$ cat config.mk
export PLATFORM = sky130hd
export DESIGN_NAME = selective_repeat_receiver_window_core
export DESIGN_NICKNAME = d
export VERILOG_FILES = /design/src/rtl/srrw_pkg.sv /design/src/rtl/srrw_ctrl.sv /design/src/rtl/srrw_dp.sv /design/src/rtl/selective_repeat_receiver_window_core.sv
export SDC_FILE = /design/constraint.sdc
export NUM_CORES = 1
export LEC_CHECK = 0
export ABC_AREA = 0
export BUFFER_PORTS_ARGS = -buffer_cell sky130_fd_sc_hd__buf_2
export CORE_MARGIN = 3
export CORE_UTILIZATION = 48
export CTS_CLUSTER_DIAMETER = 150
export CTS_CLUSTER_SIZE = 8
export DETAILED_ROUTE_END_ITERATION = 12
export GPL_ROUTABILITY_DRIVEN = 0
export HOLD_SLACK_MARGIN = 0.02
export PLACE_DENSITY = 0.68
export RECOVER_POWER = 100
export SYNTH_ARGS = -nofsm -noshare
export SYNTH_HDL_FRONTEND = slang
export SYNTH_SLANG_ARGS = --single-unit
$ cat constraint.sdc
create_clock -name clk -period 5.6 [get_ports clk]
set_input_delay 0.56 -clock clk [delete_from_list [all_inputs] [get_ports clk]]
set_output_delay 0.56 -clock clk [all_outputs]
set_load 0.02 [all_outputs]
$ cat src/rtl/srrw_pkg.sv
// Shared constants and controller/datapath interface types for the receiver window.
`default_nettype none
package srrw_pkg;

	localparam int POS_W      = 16;
	localparam int WINDOW_DEF = 8;

	localparam logic [POS_W-1:0] POS_MAX  = 16'hFFFF;
	localparam logic [POS_W-1:0] BASE_RST = 16'd1;

	localparam logic KIND_DELIV = 1'b0;
	localparam logic KIND_ACK   = 1'b1;

	typedef struct packed {
		logic cap;
		logic eval_hit;
		logic eval_other;
		logic take;
		logic emit_mem;
		logic emit_ack;
	} srrw_cmd_t;

	typedef struct packed {
		logic hit;
		logic sat;
		logic pres;
		logic nfull;
		logic out_free;
	} srrw_stat_t;

endpackage
`default_nettype wire

$ cat src/rtl/srrw_ctrl.sv
// Controller state machine sequencing evaluation, drain and ack of one item.
`default_nettype none
module srrw_ctrl (
	input  wire logic              clk,
	input  wire logic              arst_n,
	input  wire logic              in_valid,
	output logic                   in_ready,
	input  wire srrw_pkg::srrw_stat_t stat,
	output srrw_pkg::srrw_cmd_t    cmd
);

	localparam logic [2:0] ST_IDLE = 3'd0;
	localparam logic [2:0] ST_EVAL = 3'd1;
	localparam logic [2:0] ST_CHK  = 3'd2;
	localparam logic [2:0] ST_EMIT = 3'd3;
	localparam logic [2:0] ST_ACK  = 3'd4;

	logic [2:0] state_q;
	logic [2:0] state_d;

	always_ff @(posedge clk or negedge arst_n) begin
		if (!arst_n) begin
			state_q <= ST_IDLE;
		end else begin
			state_q <= state_d;
		end
	end

	always_comb begin
		state_d  = state_q;
		cmd      = '0;
		in_ready = 1'b0;
		case (state_q)
			ST_IDLE: begin
				in_ready = 1'b1;
				if (in_valid) begin
					cmd.cap = 1'b1;
					state_d = ST_EVAL;
				end
			end
			ST_EVAL: begin
				if (stat.out_free) begin
					if (stat.hit) begin
						cmd.eval_hit = 1'b1;
						state_d      = stat.sat ? ST_ACK : ST_CHK;
					end else begin
						cmd.eval_other = 1'b1;
						state_d        = ST_IDLE;
					end
				end
			end
			ST_CHK: begin
				if (stat.nfull || !stat.pres) begin
					state_d = ST_ACK;
				end else begin
					cmd.take = 1'b1;
					state_d  = ST_EMIT;
				end
			end
			ST_EMIT: begin
				if (stat.out_free) begin
					cmd.emit_mem = 1'b1;
					state_d      = stat.sat ? ST_ACK : ST_CHK;
				end
			end
			ST_ACK: begin
				if (stat.out_free) begin
					cmd.emit_ack = 1'b1;
					state_d      = ST_IDLE;
				end
			end
			default: begin
				state_d = ST_IDLE;
			end
		endcase
	end

endmodule
`default_nettype wire

$ cat src/rtl/srrw_dp.sv
// Datapath: window base, slot flags, handle memory, window compare and output register.
`default_nettype none
module srrw_dp #(
	parameter int WINDOW = srrw_pkg::WINDOW_DEF
) (
	input  wire logic                         clk,
	input  wire logic                         arst_n,
	input  wire logic [srrw_pkg::POS_W-1:0]   seq,
	input  wire logic [srrw_pkg::POS_W-1:0]   tag,
	input  wire logic                         checksum_ok,
	output logic                              out_valid,
	input  wire logic                         out_ready,
	output logic                              kind,
	output logic [srrw_pkg::POS_W-1:0]        position,
	output logic [srrw_pkg::POS_W-1:0]        handle,
	output logic                              ack_valid,
	output logic                              last,
	input  wire srrw_pkg::srrw_cmd_t          cmd,
	output srrw_pkg::srrw_stat_t              stat
);

	localparam int PW = srrw_pkg::POS_W;
	localparam int SW = (WINDOW > 1) ? $clog2(WINDOW) : 1;
	localparam int NW = $clog2(WINDOW + 1);
	localparam logic [SW:0]   WIN_S    = (SW+1)'(WINDOW);
	localparam logic [SW-1:0] SLOT_TOP = SW'(WINDOW - 1);
	localparam logic [SW-1:0] SLOT_RST = SW'(1 % WINDOW);
	localparam logic [PW:0]   WIN_P    = (PW+1)'(WINDOW);
	localparam logic [NW-1:0] N_FULL   = NW'(WINDOW);

	logic [PW-1:0]     seq_q;
	logic [PW-1:0]     tag_q;
	logic              ok_q;
	logic [PW-1:0]     base_q;
	logic [SW-1:0]     base_slot_q;
	logic [WINDOW-1:0] present_q;
	logic [NW-1:0]     n_q;
	logic [PW-1:0]     mem [WINDOW];
	logic [PW-1:0]     rdata_q;

	logic              out_valid_q;
	logic              kind_q;
	logic [PW-1:0]     position_q;
	logic [PW-1:0]     handle_q;
	logic              ack_valid_q;
	logic              last_q;

	logic              pkt_ok;
	logic [PW-1:0]     pos;
	logic              ge;
	logic [PW:0]       up;
	logic [PW:0]       dn;
	logic              in_win;
	logic              below;
	logic [SW:0]       slot_sum;
	logic [SW-1:0]     slot;
	logic              store_en;
	logic              other_ack;
	logic              sat;
	logic              out_free;
	logic              adv;

	assign pkt_ok   = ok_q && (seq_q != srrw_pkg::POS_MAX);
	assign pos      = seq_q + PW'(1);
	assign ge       = pos >= base_q;
	assign up       = {1'b0, pos} - {1'b0, base_q};
	assign dn       = {1'b0, base_q} - {1'b0, pos};
	assign in_win   = pkt_ok && ge && (up < WIN_P);
	assign below    = pkt_ok && !ge && (dn <= WIN_P);
	assign slot_sum = {1'b0, base_slot_q} + {1'b0, up[SW-1:0]};
	assign slot     = (slot_sum >= WIN_S) ? SW'(slot_sum - WIN_S) : slot_sum[SW-1:0];
	assign store_en = in_win && !present_q[slot];
	assign other_ack = below || store_en;
	assign sat      = base_q == srrw_pkg::POS_MAX;
	assign out_free = !out_valid_q || out_ready;
	assign adv      = (cmd.eval_hit || cmd.emit_mem) && !sat;

	assign stat.hit      = in_win && (up == '0);
	assign stat.sat      = sat;
	assign stat.pres     = present_q[base_slot_q];
	assign stat.nfull    = n_q == N_FULL;
	assign stat.out_free = out_free;

	always_ff @(posedge clk) begin
		if (cmd.cap) begin
			seq_q <= seq;
			tag_q <= tag;
			ok_q  <= checksum_ok;
		end
	end

	always_ff @(posedge clk) begin
		if (cmd.eval_other && store_en) begin
			mem[slot] <= tag_q;
		end
		if (cmd.take) begin
			rdata_q <= mem[base_slot_q];
		end
	end

	always_ff @(posedge clk or negedge arst_n) begin
		if (!arst_n) begin
			base_q      <= srrw_pkg::BASE_RST;
			base_slot_q <= SLOT_RST;
			present_q   <= '0;
			n_q         <= '0;
		end else begin
			if (adv) begin
				base_q      <= base_q + PW'(1);
				base_slot_q <= (base_slot_q == SLOT_TOP) ? '0 : base_slot_q + SW'(1);
			end
			if (cmd.eval_other && store_en) begin
				present_q[slot] <= 1'b1;
			end
			if (cmd.take) begin
				present_q[base_slot_q] <= 1'b0;
			end
			if (cmd.eval_hit) begin
				n_q <= NW'(1);
			end else if (cmd.emit_mem) begin
				n_q <= n_q + NW'(1);
			end
		end
	end

	always_ff @(posedge clk or negedge arst_n) begin
		if (!arst_n) begin
			out_valid_q <= 1'b0;
		end else if (cmd.eval_hit || cmd.eval_other || cmd.emit_mem || cmd.emit_ack) begin
			out_valid_q <= 1'b1;
		end else if (out_ready) begin
			out_valid_q <= 1'b0;
		end
	end

	always_ff @(posedge clk) begin
		if (cmd.eval_hit) begin
			kind_q      <= srrw_pkg::KIND_DELIV;
			position_q  <= pos;
			handle_q    <= tag_q;
			ack_valid_q <= 1'b0;
			last_q      <= 1'b0;
		end else if (cmd.emit_mem) begin
			kind_q      <= srrw_pkg::KIND_DELIV;
			position_q  <= base_q;
			handle_q    <= rdata_q;
			ack_valid_q <= 1'b0;
			last_q      <= 1'b0;
		end else if (cmd.eval_other) begin
			kind_q      <= srrw_pkg::KIND_ACK;
			position_q  <= other_ack ? pos : '0;
			handle_q    <= '0;
			ack_valid_q <= other_ack;
			last_q      <= 1'b1;
		end else if (cmd.emit_ack) begin
			kind_q      <= srrw_pkg::KIND_ACK;
			position_q  <= pos;
			handle_q    <= '0;
			ack_valid_q <= 1'b1;
			last_q      <= 1'b1;
		end
	end

	assign out_valid = out_valid_q;
	assign kind      = kind_q;
	assign position  = position_q;
	assign handle    = handle_q;
	assign ack_valid = ack_valid_q;
	assign last      = last_q;

endmodule
`default_nettype wire

$ cat src/rtl/selective_repeat_receiver_window_core.sv
// Top level of the selective-repeat receiver window.
// Input channel (in_valid/in_ready) takes one packet item: seq, tag, checksum_ok.
// Output channel (out_valid/out_ready) returns result items: zero or more in-order
// deliveries (kind 0) followed by exactly one ack result (kind 1, last 1).
// One item is worked on at a time; in_ready is high only while the controller idles.
// The first result is registered in the evaluation state that follows acceptance,
// once the output register is free. A packet that is not at the receive base passes
// through the idle and evaluation states only, its ack result leaving through the
// output register while the next item is already accepted. A packet at the base is
// delivered in the evaluation state; each of the k buffered consecutive packets
// drained (at most WINDOW-1) then takes a check state that tests its slot flag and
// reads the handle memory and an emit state that delivers it; the final slot test
// and the ack follow, and that test is skipped once the base saturates at 65535.
// A stalled receiver (out_ready low) holds the result in the output register and
// stalls the controller in any state that would emit until the result is taken; nothing is lost.
// Reset sets the receive base to 1 and clears all slot flags at once; the handle
// memory is not cleared, since an entry is read only while its flag is set.
`default_nettype none
module selective_repeat_receiver_window_core #(
	parameter int WINDOW = srrw_pkg::WINDOW_DEF
) (
	input  wire logic                         clk,
	input  wire logic                         arst_n,
	input  wire logic                         in_valid,
	output logic                              in_ready,
	input  wire logic [srrw_pkg::POS_W-1:0]   seq,
	input  wire logic [srrw_pkg::POS_W-1:0]   tag,
	input  wire logic                         checksum_ok,
	output logic                              out_valid,
	input  wire logic                         out_ready,
	output logic                              kind,
	output logic [srrw_pkg::POS_W-1:0]        position,
	output logic [srrw_pkg::POS_W-1:0]        handle,
	output logic                              ack_valid,
	output logic                              last
);

	srrw_pkg::srrw_cmd_t  cmd;
	srrw_pkg::srrw_stat_t stat;

	srrw_ctrl u_ctrl (
		.clk      (clk),
		.arst_n   (arst_n),
		.in_valid (in_valid),
		.in_ready (in_ready),
		.stat     (stat),
		.cmd      (cmd)
	);

	srrw_dp #(
		.WINDOW (WINDOW)
	) u_dp (
		.clk         (clk),
		.arst_n      (arst_n),
		.seq         (seq),
		.tag         (tag),
		.checksum_ok (checksum_ok),
		.out_valid   (out_valid),
		.out_ready   (out_ready),
		.kind        (kind),
		.position    (position),
		.handle      (handle),
		.ack_valid   (ack_valid),
		.last        (last),
		.cmd         (cmd),
		.stat        (stat)
	);

	a_deliv_fields: assert property (@(posedge clk) disable iff (!arst_n)
		out_valid && (kind == srrw_pkg::KIND_DELIV) |-> !last && !ack_valid)
		else $error("delivery item carries ack flags");

	a_ack_fields: assert property (@(posedge clk) disable iff (!arst_n)
		out_valid && (kind == srrw_pkg::KIND_ACK) |-> last && (handle == '0))
		else $error("ack item malformed");

	a_noack_pos: assert property (@(posedge clk) disable iff (!arst_n)
		out_valid && (kind == srrw_pkg::KIND_ACK) && !ack_valid |-> position == '0)
		else $error("ack item without ack carries a position");

	a_one_at_a_time: assert property (@(posedge clk) disable iff (!arst_n)
		in_valid && in_ready |=> !in_ready)
		else $error("second item accepted before evaluation");

endmodule
`default_nettype wire
# Yosys cells after proc, flatten, opt, wreduce, memory -nomap -nowiden
# Memory sizes are Yosys's and may differ from the RTL's. A register that Yosys moved wholly into a read port is not among the register bits.
# Index checks and enable logic that the tools add are counted.
dict set report op_classes {
  add_sub_neg 8
  mul 0
  div_mod_pow 0
  order_cmp 8
  n_eq_ne 12
  shift 0
  n_mux 50
  n_bitwise 3
  n_reduce_logical 31
}
# cell n
set op_table {}
lappend op_table {{$mux W16} 9}
lappend op_table {{$sub A16 B16 Y17} 2}
lappend op_table {{$add A16 B1 Y16 const B} 2}
lappend op_table {{$mux W3} 9}
lappend op_table {{$mux W1} 21}
lappend op_table {{$le A17 B4 Y1 const B} 1}
lappend op_table {{$logic_not A17 Y1} 1}
lappend op_table {{$lt A17 B4 Y1 const B} 1}
lappend op_table {{$eq A16 B16 Y1 const B} 1}
lappend op_table {{$ge A16 B16 Y1} 1}
lappend op_table {{$mux W8} 2}
lappend op_table {{$ne A16 B16 Y1 const B} 1}
lappend op_table {{$pmux W3 S5} 1}
lappend op_table {{$logic_and A1 B1 Y1} 11}
lappend op_table {{$and A8 B8 Y8} 1}
lappend op_table {{$lt A3 B4 Y1 const B} 2}
lappend op_table {{$mux W4} 2}
lappend op_table {{$not A8 Y8} 1}
lappend op_table {{$or A8 B8 Y8} 1}
lappend op_table {{$logic_or A1 B1 Y1} 7}
lappend op_table {{$bmux W1 S3} 2}
lappend op_table {{$demux W1 S3} 2}
lappend op_table {{$eq A3 B2 Y1 const B} 2}
lappend op_table {{$eq A3 B3 Y1 const B} 2}
lappend op_table {{other kinds (17)} 27}
dict set report word_totals {
  reg_bits 102
  latch_bits 0
  mem_bits_rw 128
  romBits 0
  inputBits 37
  output_inout_bits 37
  elab_cells 126
  mem_count 1
}
# memory depth word_bits rd rd_clocked_by_memory_dff wr line_no
set memory_table {}
lappend memory_table {u_dp.mem 8 16 1 1 1 srrw_dp.sv:38} ;# logic [PW-1:0] mem [WINDOW];

# Longest topological paths before layout
# Gate-level depths: netlist of run 1.
dict set report depth {
  ltp_word 14
  depth_mapped 20
}

# By module
# From an unflattened synthesis of run 1, not the netlist that was laid out.
dict set report hier_totals {
  hier_cells 907
  hier_area_um2 12045.3
}
# module n_inst cells_per_inst area_each_um2 seq_area_each_um2
set by_module_without_submodules {}
lappend by_module_without_submodules {srrw_dp 1 875 11796.3 7119.3}
lappend by_module_without_submodules {srrw_ctrl 1 32 249.0 75.1}

# Least setup slack after synthesis of run 1
# Ideal clock, no wire load.
dict set report synth_timing {
  path_kind {reg2reg}
  start {register u_dp.seq_q[0]}
  end {register u_dp.present_q[0]}
  setup_time_ps 71
  arrival_ps 5426
  t_required_ps 5529
  path_slack_ps 102
  path_stages_with_launch 12
  path_buffers 0
  period_less_slack_ps 5498
  cell_sequence {edfxtp_1 -> ha_1 -> inv_1 -> fa_1 -> fa_1 -> xnor2_1 -> xnor2_1 -> mux4_2 -> mux2i_1 -> nand4_4 -> nor4_1 -> o32a_1}
}
dict set report synth_between {
  elab_chain_len 13
}
# item line_no
set synth_rtl {}
lappend synth_rtl {{start, declared} srrw_dp.sv:31} ;# logic [PW-1:0] seq_q;
lappend synth_rtl {{start signal, assigned} srrw_dp.sv:86} ;# seq_q <= seq;
lappend synth_rtl {{$add A16 B1 Y16} srrw_dp.sv:64} ;# assign pos = seq_q + PW'(1);
lappend synth_rtl {{$sub A16 B16 Y17} srrw_dp.sv:66} ;# assign up = {1'b0, pos} - {1'b0, base_q};
lappend synth_rtl {{$add A3 B3 Y4} srrw_dp.sv:70} ;# assign slot_sum = {1'b0, base_slot_q} + {1'b0, up[SW-1:0]};
lappend synth_rtl {{$ge A4 B4 Y1 / $sub A3 B1 Y3 (equally long branches)} srrw_dp.sv:71} ;# assign slot = (slot_sum >= WIN_S) ? SW'(slot_sum - WIN_S) : slot_sum[SW-1:0];
lappend synth_rtl {{$mux W3} srrw_dp.sv:71}
lappend synth_rtl {{$lt A3 B4 Y1 (implied by the code), or another cell as far along} srrw_dp.sv:113} ;# present_q[slot] <= 1'b1;
lappend synth_rtl {{$logic_and A1 B1 Y1 (implied by the code) / $mux W1 (equally long branches)} {srrw_dp.sv:113, srrw_dp.sv:72}}
lappend synth_rtl {{$mux W1 (implied by the code) / $logic_not A1 Y1 (equally long branches)} {srrw_dp.sv:113, srrw_dp.sv:72}}
lappend synth_rtl {{$demux W1 S3 / $logic_and A1 B1 Y1 (equally long branches)} --}
lappend synth_rtl {{$or A8 B8 Y8 (no source line) / $logic_and A1 B1 Y1 (equally long branches)} --}
lappend synth_rtl {{$mux W8 (*)} srrw_dp.sv:112} ;# if (cmd.eval_other && store_en) begin
lappend synth_rtl {{$and A8 B8 Y8 (no source line)} --}
lappend synth_rtl {{$mux W8 (*)} srrw_dp.sv:115} ;# if (cmd.take) begin
lappend synth_rtl {{end signal, assigned} srrw_dp.sv:105} ;# present_q <= '0;
lappend synth_rtl {{end signal, assigned by index} srrw_dp.sv:113}
lappend synth_rtl {{end signal, assigned by index} srrw_dp.sv:116} ;# present_q[base_slot_q] <= 1'b0;
lappend synth_rtl {{end, declared} srrw_dp.sv:36} ;# logic [WINDOW-1:0] present_q;
# Every way passes the cells marked *; elsewhere a longest branch is shown, timed or not. The select of a mux whose other input is x is not followed.
# A chain may end at the register's enable or synchronous reset.

# Final worst setup path of run 1
dict set report layout_timing {
  start {register u_dp.seq_q[0]}
  end {register u_dp.handle_q[8], in the netlist u_dp.handle[8] (data pin)}
}
dict set report layout_between {
  elab_chain_len 11
}
# item line_no
set layout_rtl {}
lappend layout_rtl {{$add A16 B1 Y16 / $ne A16 B16 Y1 (equally long branches)} {srrw_dp.sv:64, srrw_dp.sv:63}}
lappend layout_rtl {{$sub A16 B16 Y17, or another cell as far along} srrw_dp.sv:66}
lappend layout_rtl {{$lt A17 B4 Y1 / $logic_and A1 B1 Y1 (equally long branches)} srrw_dp.sv:68} ;# assign in_win = pkt_ok && ge && (up < WIN_P);
lappend layout_rtl {{$logic_and A1 B1 Y1} srrw_dp.sv:68}
lappend layout_rtl {{$logic_and A1 B1 Y1 (*)} srrw_dp.sv:78} ;# assign stat.hit = in_win && (up == '0);
lappend layout_rtl {{$mux W1} srrw_ctrl.sv:43} ;# if (stat.hit) begin
lappend layout_rtl {{$mux W2 (*)} srrw_ctrl.sv:42} ;# if (stat.out_free) begin
lappend layout_rtl {{$mux W2 (*)} srrw_ctrl.sv:33} ;# case (state_q)
lappend layout_rtl {{$mux W16} srrw_dp.sv:149} ;# end else if (cmd.eval_other) begin
lappend layout_rtl {{$mux W16} srrw_dp.sv:143} ;# end else if (cmd.emit_mem) begin
lappend layout_rtl {{$mux W16 (*)} srrw_dp.sv:137} ;# if (cmd.eval_hit) begin
lappend layout_rtl {{end signal, assigned} srrw_dp.sv:140} ;# handle_q <= tag_q;
lappend layout_rtl {{end signal, assigned} srrw_dp.sv:146} ;# handle_q <= rdata_q;
lappend layout_rtl {{end, declared} srrw_dp.sv:44} ;# logic [PW-1:0] handle_q;
# Every way passes the cells marked *; elsewhere a longest branch is shown, timed or not.

==> results.toml, run 1 <==
[outcome]
status = "complete, but fails checks"
violations = "max-capacitance violations, max-slew violations"

[sta]
worst_pin_slew_ns = 2.20
slew_violations = 84
setup_viol = 0
rsz0062_at_grt = "no"
finClkSkew_ns = 0.0402
slew_headroom_pct = -46.6
finalCritPeriodShare_pct = 92.7
fin_crit_ns = 5.19
finalSetupTns_ns = 0
hold_viol = 0
max_freq_mhz = 193

[power_and_ir_drop]
p_comb_share_pct = 34.2
power.internal_mw = 4.42
ir_drop_mv = 0.308
p_per_area_nw_per_um2 = 503
power.total_mw = 6.90
clockPowerShare_pct = 28.7
leakage_nw = 4.90
power_frac_seq_pct = 37.2
switching_share_pct = 36.0
p_sw_mw = 2.48

[synth]
yosys_warnings = 0
synth-edff-count = 209
synth.distinct_cells = 75
synth_nets = 975
synth_ff_type = "edfxtp_1"
yosysSeqAreaShare_pct = 59.9
avgSynthCellArea_um2 = 13.4
synthArstFlopShare_pct = 14.2
ys_ff_latch = 246
syn_area_um2 = 12000
netlist_instances = 897

[floorplanning]
die_h_um = 164
fp.dieW_um = 164
pin_count = 74
die-area_um2 = 27000
coreArea_um2 = 24500
core.rowCount = 57
start_util_pct = 49.1

[clocking]
post-cts-setup-buffers = 0
root_buffer = "clkbuf_16"
cts.path.max_buffers = 3
holdBufCountCts = 0
cts_tree = "done"
cts_sinks = 246
cts-htree-levels = 2
insertion_delay_ns = 0.54
numCtsBuffers = 36
path_clk_slew_ns = 0.05

[hold_path]
hold_class = "input pin to flip-flop"

[critical_path]
worst-setup-path-type = "flip-flop to flip-flop"
crit_required_ns = 5.97
rr_worst_depth = 15
critPathLaunch = "u_dp.seq_q[0]"
r2r_start = "u_dp.seq_q[0]"
worstSetupStartpointType = "flip-flop"
cp-end-kind = "flip-flop"
endpoint = "u_dp.handle[8]"
worst_r2r_endpoint = "u_dp.handle[8]"
r2r_setup_slack_ns = 0.41
arrival_ns = 5.56
path_max_fanout = 13

[final_layout]
final_common_cell = "edfxtp_1"
syn_to_final_growth_pct = 14.3
antenna_cells = 0
design_area_um2 = 13700
fin_cells = 1330
post-route-util_pct = 56.1
layout-drive-gt1-share_pct = 14.7
final_cell_mix = "edfxtp_1, nand2_1, clkbuf_1"
finalNetCount = 1064

[place]
io_buffers = 73
placedCellCount = 1272
postPlaceCellArea_um2 = 12800
hpwl_um = 19200

[run]
max_cap_violations = 3

[drt]
dr.pass1.iters = 5
antenna_left = 0
drt_iter0_drc = 672
vias = 7841
drc_errors = 0
wl_per_cell_um = 21.8
via_per_inst = 5.90
wirelength_um = 29000

[grt]
track_usage_pct = 21.9
grt_pass1_wl_um = 44700
overflow = 0
grt_antenna_before_repair = 0
grt_max_degree = 42
first_global_vias = 7710
## power groups by stage
stage / logic, mW / clock network, mW / registers (mW)
floorplan: 1.63 / 0 / 2.66
global placement: 2.39 / 0 / 2.58
detailed placement: 2.43 / 0 / 2.58
CTS: 2.45 / 2.03 / 2.55
global route: 2.58 / 2.10 / 2.60
finish: 2.36 / 1.98 / 2.56
## cells by family after synthesis
family                     synth area share (%)
muxes                                      7.73
xor gates and xnor gates                   3.64
DFF                                        59.9
adders and majority gates                  4.40
buffers and inverters                      3.28
AOI/OAI and AO/OA                          10.6
and+or+nand+nor                            10.5
## worst max-delay path, stage by stage (launching register included)
cell and delay, ns:
edfxtp_1 0.45, ha_1 0.25, nand4_1 0.17, or2_2 0.32, xnor2_1 0.43, ha_1 0.43
nand4_1 0.27, a211oi_2 0.37, nor2_4 0.08, xnor2_1 0.13, or4b_4 0.57, nor4_1 0.24
nand4_1 0.26, nor4_4 0.51, buf_4 0.34, a22o_1 0.19
## routing by layer
layer  global-route usage (%)  up-vias  wire length (um)
li1                         -     3600                 -
met1                     31.3     3867             12800
met2                     33.4      318             13300
met3                     5.15       56              2190
met4                     6.54        0               739
met5                        0        -                 0
## final cells by class
cell class	instances	area, um2
multi-input cells	558	4440
fillers	1993	10700
inverters	50	188
well taps	324	405
repair buffers	94	459
clock buffers	55	993
flip-flops and latches	246	7190
clock inverters	3	50.0
## stage by stage
step / hold slack [ns] / setup slack (ns)
floorplan: 0.264 / 0.102
global placement: 0.462 / 0.422
detailed placement: 0.495 / 0.464
CTS: 0.150 / 0.391
global route: 0.202 / 0.000522
finish: 0.223 / 0.408
## sequential cells by signal (all words and copies together), names as in the netlist
signal            cells
u_dp.mem            128
u_dp.base_q          16
u_dp.handle          16
u_dp.position        16
u_dp.rdata_q         16
u_dp.seq_q           16
u_dp.tag_q           16
u_dp.present_q        8
u_dp.n_q              4
u_ctrl.state_q        3
u_dp.base_slot_q      3
u_dp.ack_valid        1
u_dp.last             1
u_dp.ok_q             1
u_dp.out_valid        1
## cells in the mapped netlist (all sizes together) (3+ instances only)
cell type | n | share of area, %
a22oi | 16 | 1.0
o31ai | 19 | 1.2
nand3b | 3 | 0.19
nor4 | 14 | 0.98
xnor2 | 34 | 2.5
and4 | 3 | 0.22
nor3 | 11 | 0.46
clkbuf | 19 | 0.59
buf | 24 | 1.1
a21o | 7 | 0.44
o21ai | 17 | 0.71
o2111ai | 4 | 0.29
a22o | 15 | 1.1
ha | 39 | 4.1
a31oi | 4 | 0.33
nand4 | 21 | 1.2
or2 | 4 | 0.21
nor2 | 38 | 1.2
nor2b | 8 | 0.42
mux4 | 36 | 6.8
o211ai | 6 | 0.42
o22a | 7 | 0.51
a21oi | 39 | 1.6
nand2 | 90 | 2.8
edfxtp | 209 | 52
inv | 49 | 1.5
nand3 | 23 | 0.96
a211oi | 8 | 0.71
dfrtp | 33 | 6.9
mux2 | 6 | 0.56
mux2i | 5 | 0.42
xor2 | 15 | 1.2
o21a | 10 | 0.62
o21bai | 6 | 0.41
and2 | 4 | 0.21
and3 | 6 | 0.31
nand2b | 13 | 0.68
## how the worst min path moves through the flow
stage,start,endpoint,slack (ns),cells after the start
finish,seq[10],u_dp.seq_q[10],0.22,1
global route,seq[10],u_dp.seq_q[10],0.20,1
CTS,arst_n,u_dp.n_q[0],0.15,1
detailed placement,u_dp.ack_valid,u_dp.ack_valid,0.50,1
global placement,u_dp.last,u_dp.last,0.46,1
floorplan,arst_n,u_ctrl.state_q[0],0.26,0
## timing repair
item | in CTS | in global routing
hold endpoints to repair | 0 | 0
setup endpoints to repair | 0 | 26
resized for setup | 0 | 1
(Power assumes the default switching activity.)
==> run 2, diff against run 1 <==
--- a/config.mk
+++ b/config.mk
@@ -16,6 +16,7 @@
 export HOLD_SLACK_MARGIN = 0.02
 export PLACE_DENSITY = 0.68
 export RECOVER_POWER = 100
+export REMOVE_ABC_BUFFERS = 1
 export SYNTH_ARGS = -nofsm -noshare
 export SYNTH_HDL_FRONTEND = slang
 export SYNTH_SLANG_ARGS = --single-unit
==> results.toml, run 2 (synthesis results as in run 1) <==
[critical_path]
cp-end-kind = "flip-flop"
worstSetupStartpointType = "flip-flop"
path_max_fanout = 17
crit_required_ns = 5.76
worst-setup-path-type = "flip-flop to flip-flop"
r2r_setup_slack_ns = 0.41
arrival_ns = 5.35

[floorplanning]
die-area_um2 = 27000
coreArea_um2 = 24500
start_util_pct = 49.1
core.rowCount = 57
die_h_um = 164
fp.dieW_um = 164
pin_count = 74

[power_and_ir_drop]
leakage_nw = 4.90
power.total_mw = 6.91
p_per_area_nw_per_um2 = 502
ir_drop_mv = 0.366

[sta]
finalCritPeriodShare_pct = 92.6
whs_ns = 0.220
slew_violations = 97
rsz0062_at_grt = "no"
fin_crit_ns = 5.19
slew_headroom_pct = -42.0
hold_viol = 0
worst_pin_slew_ns = 2.13
finalSetupTns_ns = 0
setup_viol = 0
max_freq_mhz = 193
finClkSkew_ns = 0.0235

[clocking]
cts_tree = "done"
path_clk_slew_ns = 0.05
cts.path.max_buffers = 3
ctsResizeCount = 0
post-cts-setup-buffers = 0
cts_sinks = 246
cts-htree-levels = 2
insertion_delay_ns = 0.51
numCtsBuffers = 36
holdBufCountCts = 0
root_buffer = "clkbuf_16"

[place]
io_buffers = 73
hpwl_um = 18200

[drt]
wirelength_um = 27800
drc_errors = 0
via_per_inst = 5.77
vias = 7725
antenna_left = 0
dr.pass1.iters = 5
wl_per_cell_um = 20.8
drt_iter0_drc = 700

[outcome]
status = "complete, but fails checks"
violations = "max-capacitance violations, max-slew violations"

[run]
max_cap_violations = 4

[final_layout]
finalNetCount = 1064
antenna_cells = 0
layout-drive-gt1-share_pct = 14.9
syn_to_final_growth_pct = 14.5
final_cell_mix = "edfxtp_1, nand2_1, clkbuf_1"
largest-register = "u_dp.mem"
final_common_cell = "edfxtp_1"
largest_reg_flops = 128

[grt]
track_usage_pct = 21.2
grt_max_degree = 42
first_global_vias = 7921
grt_pass1_wl_um = 44400
overflow = 0
grt_antenna_before_repair = 0

[hold_path]
hold_class = "input pin to flip-flop"
-- run 2: cell types whose count changed in the layout (fill, tap and decap cells not counted), moves of 2 or more --
cell,before,now
nor4_1,10,6
clkbuf_1,63,72
buf_4,13,11
nor4_2,2,6
-- run 2: path summary, 6_finish.rpt --
kind	startpoint	endpoint	cells after the start
worst max-delay path	u_dp.seq_q[0]	u_dp.mem[5][9]	15
worst min-delay path	tag[0]	u_dp.tag_q[0]	1
worst max register to register	u_dp.seq_q[0]	u_dp.mem[5][9]	15
worst min register to register	u_dp.ack_valid	u_dp.ack_valid	1
max in group asynchronous	arst_n	u_dp.present_q[1]	1
min in group asynchronous	arst_n	u_dp.base_q[12]	1
-- run 2: final cells by class --
class	instances	area (um2)
flip-flops and latches	246	7190
clock inverters	3	45.0
fillers	1998	10700
repair buffers	94	453
clock buffers	63	1010
well taps	324	405
multi-input cells	558	4460
inverters	50	188
-- run 2: routing by layer --
layer  wire length [um]  vias to the layer above  global-route usage (%)
met5                  0                        -                       0
met4                577                        0                    5.73
met3               1350                       40                    3.15
met2              13800                      227                    35.5
met1              12100                     3855                    29.1
li1                   -                     3603                       -
-- run 2: power by group --
part	switching (mW)	leakage (nW)	internal [mW]	total, mW
clock	0.767	0.503	1.23	1.99
combinational	1.53	2.01	0.824	2.35
sequential	0.192	2.39	2.37	2.56
-- run 2: through the flow --
stage,utilization [%],instance area (um2),instances,setup WS (ns)
finish,56.2,13800,1338,0.412
global route,56.2,13800,1338,0.0316
CTS,56.7,13900,1338,0.477
detailed placement,52.4,12800,1272,0.532
global placement,52.4,12800,1272,0.627
floorplan,-,11800,854,-0.0452
-- run 2: worst max-delay path, cell delays in order (launching register included) --
cell	delay, ns
edfxtp_1	0.43
ha_1	0.24
nand4_1	0.17
or3_1	0.51
nor2_1	0.15
xor2_1	0.27
ha_1	0.48
nand2_1	0.23
o21ai_1	0.33
a221oi_1	0.18
a211oi_2	0.37
o2111ai_1	0.23
nor4_4	0.29
nand4_4	0.26
nor4_1	0.28
clkbuf_4	0.40
